--- src/rtl/va_pkg.sv ---
package va_pkg;

	// Word format of every operand and result
	localparam int WORD_BITS = 32;
	localparam int FRAC_BITS = 16;

	// Operation codes
	localparam logic [2:0] OP_ADD   = 3'd0;
	localparam logic [2:0] OP_SUB   = 3'd1;
	localparam logic [2:0] OP_SCALE = 3'd2;
	localparam logic [2:0] OP_DOT   = 3'd3;
	localparam logic [2:0] OP_CROSS = 3'd4;
	localparam logic [2:0] OP_MAG   = 3'd5;

	// Request transaction
	typedef struct packed {
		logic [2:0]                  req_type;
		logic signed [WORD_BITS-1:0] a_x;
		logic signed [WORD_BITS-1:0] a_y;
		logic signed [WORD_BITS-1:0] a_z;
		logic signed [WORD_BITS-1:0] b_x;
		logic signed [WORD_BITS-1:0] b_y;
		logic signed [WORD_BITS-1:0] b_z;
		logic signed [WORD_BITS-1:0] scale_k;
	} va_req_t;

	// Result transaction
	typedef struct packed {
		logic signed [WORD_BITS-1:0] res_x;
		logic signed [WORD_BITS-1:0] res_y;
		logic signed [WORD_BITS-1:0] res_z;
		logic                        overflow;
	} va_res_t;

endpackage

--- src/rtl/va_merge.sv ---
// Merge stage: sums lanes for dot and mag, saturates all but magnitude
module va_merge import va_pkg::*; #(
	parameter int W = WORD_BITS,
	parameter int F = FRAC_BITS
) (
	input  logic                  clk,
	input  logic                  en,
	input  logic [2:0]            op_s2,
	input  logic signed [2*W+1:0] l0,
	input  logic signed [2*W+1:0] l1,
	input  logic signed [2*W+1:0] l2,
	output logic [W-1:0]          x_s3,
	output logic [W-1:0]          y_s3,
	output logic [W-1:0]          z_s3,
	output logic                  ovf_s3,
	output logic [2*W-1:0]        rad_s3,
	output logic                  mag_s3
);
	localparam int PW = 2 * W + 2;

	logic signed [PW-1:0] sum;
	logic [W:0]           sx;
	logic [W:0]           sy;
	logic [W:0]           sz;
	logic [W:0]           sd;

	// {overflow, value} saturated to the signed word range
	function automatic logic [W:0] sat(input logic signed [PW-1:0] v);
		logic hi_same;
		hi_same = (&v[PW-1:W-1]) | ~(|v[PW-1:W-1]);
		if (hi_same) begin
			return {1'b0, v[W-1:0]};
		end else if (v[PW-1]) begin
			return {2'b11, {(W-1){1'b0}}};
		end else begin
			return {2'b10, {(W-1){1'b1}}};
		end
	endfunction

	assign sum = l0 + l1 + l2;
	assign sx  = sat(l0);
	assign sy  = sat(l1);
	assign sz  = sat(l2);
	assign sd  = sat(sum >>> F);

	always_ff @(posedge clk) begin
		if (en) begin
			rad_s3 <= sum[2*W-1:0];
			mag_s3 <= (op_s2 == OP_MAG);
			case (op_s2)
				OP_ADD, OP_SUB, OP_SCALE, OP_CROSS: begin
					x_s3   <= sx[W-1:0];
					y_s3   <= sy[W-1:0];
					z_s3   <= sz[W-1:0];
					ovf_s3 <= sx[W] | sy[W] | sz[W];
				end
				OP_DOT: begin
					x_s3   <= sd[W-1:0];
					y_s3   <= '0;
					z_s3   <= '0;
					ovf_s3 <= sd[W];
				end
				default: begin
					x_s3   <= '0;
					y_s3   <= '0;
					z_s3   <= '0;
					ovf_s3 <= 1'b0;
				end
			endcase
		end
	end

endmodule

--- config.mk ---
export PLATFORM = sky130hd
export DESIGN_NAME = va_merge
export DESIGN_NICKNAME = d
export VERILOG_FILES = /design/src/rtl/va_pkg.sv /design/src/rtl/va_merge.sv
export SDC_FILE = /design/constraint.sdc
export NUM_CORES = 1
export LEC_CHECK = 0
export BUFFER_PORTS_ARGS = -buffer_cell sky130_fd_sc_hd__buf_2
export CORE_ASPECT_RATIO = 1.75
export CORE_UTILIZATION = 58
export CTS_BUF_LIST = sky130_fd_sc_hd__clkbuf_8 sky130_fd_sc_hd__clkbuf_16
export DETAILED_ROUTE_END_ITERATION = 10
export GPL_ROUTABILITY_DRIVEN = 1
export PLACE_DENSITY = 0.85
export SYNTH_ARGS = -nofsm -noshare
export SYNTH_HDL_FRONTEND = slang
export SYNTH_SLANG_ARGS = --single-unit
--- constraint.sdc ---
create_clock -name clk -period 16.8 [get_ports clk]
set_input_delay 3.36 -clock clk [delete_from_list [all_inputs] [get_ports clk]]
set_output_delay 3.36 -clock clk [all_outputs]
set_load 0.005 [all_outputs]
==> summary.txt <==
Final worst slack: 7.82 ns
Setup CP Type: primary input to flop
Status: completed
Synth Flop Type: edfxtp_1
Routed WL: 50.1 mm
Initial DRC Count: 1,384
Final nets: 1,954
Leakage: 6.08 nW
Chip width: 113 µm
Post-synthesis register bit count: 162
Post-CTS Hold Buffers: 0
Worst Path Required: 16.99 ns
Worst-path maximum fanout: 22
Die Area: 22,100 µm²
PostCTS Resize Cnt: 0
Share of post-route cells with drive strength above 1: 0.264
CTS sink count: 162
Post-Route Setup TNS: 0 ns
Inserted Clock Buffers: 17
Critical path data arrival time: 9.17 ns
I/O Buffers: 364
Wire length per cell: 26.5 µm
Core Footprint: 20,900 µm²
Slew HR: 0.293
Synth Instances: 1,296
Total grt overflow: 0
Syn Nets: 1,629
Final Hold Fails: 0
Tcrit/Tclk final: 0.534
Asr flop ratio synth: 0
FF+latch area: 4860 µm²
CTS clock-pin slew for the worst setup and hold paths: 0.07 ns
# setup viols final: 0
Final ANT Viol Nets: 0
Mux contribution to synthesized area: 0
Adder-cell area share of the yosys netlist: 0.170
Die H: 196 µm
Number of flops mapped to enable cells by yosys: 162
Min-Delay Startpoint: op_s2[1]
Largest net degree at the start of global routing: 92
Synthesized area: 12,500 µm²
Slew Viols, Final: 0
Detailed Routing Iterations Pass 1: 6
Synthesis-to-finish area growth: 20.8%
Crit path time final: 8.98 ns
Avg Cell Area, Syn: 9.61 µm²
Worst setup path startpoint: l0[0]
Simple-Gate Fraction of Synth Area: 0.173
Clock buffer depth: 2
Largest family of logic cells by synthesized area: compound AO/OA/AOI/OAI gates
Max-cap viol count: 0
DRC Markers: 0
Finished layout cell area: 15,000 µm²
# fillers: 1,579
Post-synthesis compound-gate area fraction: 0.193
CTS tree: built
Dpl hpwl: 40.2 mm
Placer congestion estimate: 1.09
Post-synth cell types: 60
Rows: 70
Vias in the first global route: 12,879
CP Capture Type: flop
Synth Area in XOR/XNOR: 0.0443
Placed inst area: 14,500 µm²
Post-synth top area cell: edfxtp_1
Io pins: 365
Main area contributors after synthesis: edfxtp_1 39%, fa_1 11%, a21oi_1 7.6%
P per Cell Area: 112 nW/µm²
Total track usage: 0.452
Via/cell ratio: 6.83
Design Power: 1.69 mW
Hold WS: 3.25 ns
Initial antenna violation count: 2
Pre-CTS setup slack: 7.58 ns
Worst hold path class: primary input to flop
Max Freq: 111 MHz
First-pass GRT wire length: 72.9 mm
Sequential share of the synthesized area: 0.391
Setup Buffers After CTS: 0
RSZ-0062 raised after global routing: false
Initial core utilization: 0.595
Yosys top cell area share: 0.391
H-tree Lvls: 4
Slew @ Worst Pin: 1.05 ns
Root buf cell: clkbuf_16
Routed via count: 12,897
Multi-input gate area: 7300 µm²
Yosys warning count: 0
Worst vdd ir: 0.0000727 V
Startpoint types: primary input
## cell families (layout without fill, tap and decap cells)
| kind of cell | Yosys count | in the layout |
|---|---|---|
| flops | 162 | 162 |
| other cells | 0 | 2 |
| compound gates | 401 | 401 |
| buf+inv | 88 | 426 |
| xor+xnor | 63 | 63 |
| simple gates | 452 | 452 |
| fa+ha+maj | 130 | 130 |
## registers in the layout, indices dropped and copies added, names as in the netlist
register and cells:
rad_s3 64, x_s3 32, y_s3 32, z_s3 32
mag_s3 1, ovf_s3 1
## metrics by stage
step                utilization  instances
detailed placement        0.691       1854
global placement          0.691       1854
CTS                       0.718       1886
floorplan                     -       1296
finish                    0.718       1888
global route              0.718       1887
## metal layers
layer  track usage  part of all wire  vias up
met2         0.796              0.50     1012
met5             0                 0        -
met1         0.420              0.30     6018
met3        0.0772             0.077      342
met4         0.483              0.13        0
li1              -                 -     5525
## cell usage in the layout, fill, tap and decap left out, types with 29 or more instances in the layout
cell / n
nand2_1: 91
fa_1: 66
ha_1: 64
a21oi_1: 188
nor4_1: 32
xnor2_1: 34
nand4_1: 63
buf_2: 363
edfxtp_1: 162
nor2_1: 166
nand3_1: 29
o21ai_0: 64
xor2_1: 29
## worst max-delay path: stages
cell      delay (ns)
buf_2           0.11
inv_1           0.08
fa_1            0.43
inv_1           0.08
ha_1            0.22
fa_1            0.27
a211oi_1        0.11
o21ai_0         0.66
a21oi_1         0.46
o311a_1         0.52
nor4b_1         0.48
nor2_1          0.21
xnor2_1         0.19
or4_1           0.43
or4b_4          0.55
nor4_4          0.21
buf_4           0.32
nor2_1          0.26
o22a_1          0.23
## power breakdown
group          switching, mW  total (mW)  internal, mW
logic                  0.485       0.741         0.256
registers             0.0230       0.569         0.546
clock network          0.183       0.379         0.196
total                  0.692        1.69         0.997
## synthesized netlist by cell type, types with 2 or more instances
cell type  number
a211oi_1       11
a21boi_0        3
a21o_1         17
a21oi_1       188
a221o_1         3
a221oi_1        4
a22oi_1         2
a311oi_1        2
a31oi_1        10
and2_1          3
and3_1          8
and3b_1         2
and4_1          2
buf_2           2
buf_4           2
clkbuf_1       63
edfxtp_1      162
fa_1           66
ha_1           64
inv_1          20
nand2_1        92
nand2b_1        2
nand3_1        29
nand4_1        63
nor2_1        169
nor2b_1         3
nor3_1         19
nor4_1         33
nor4b_1         2
o211ai_1       11
o21a_1         14
o21ai_0        64
o21ai_1        11
o21bai_1       17
o221ai_1        2
o22a_1         11
o2bb2ai_1       9
o311ai_0        2
o31ai_1        10
or2_2          12
or3_1           4
or4_1           4
xnor2_1        34
xor2_1         29
## area by class of cell
class,count,share of cell area
multi-input combinational,1046,0.485
clock inverter,15,0.00990
clock buffer,17,0.0283
sequential,162,0.323
timing repair buffer,374,0.127
tap,252,0.0210
inverter,20,0.00499
antenna,2,0.000333
## path summary, 6_finish.rpt
| kind | cells past startpoint | slack [ns] | end |
|---|---|---|---|
| worst max-delay path | 19 | 7.82 | x_s3[18] |
| worst min-delay path | 2 | 3.25 | mag_s3 |
(Power assumes the default switching activity.)
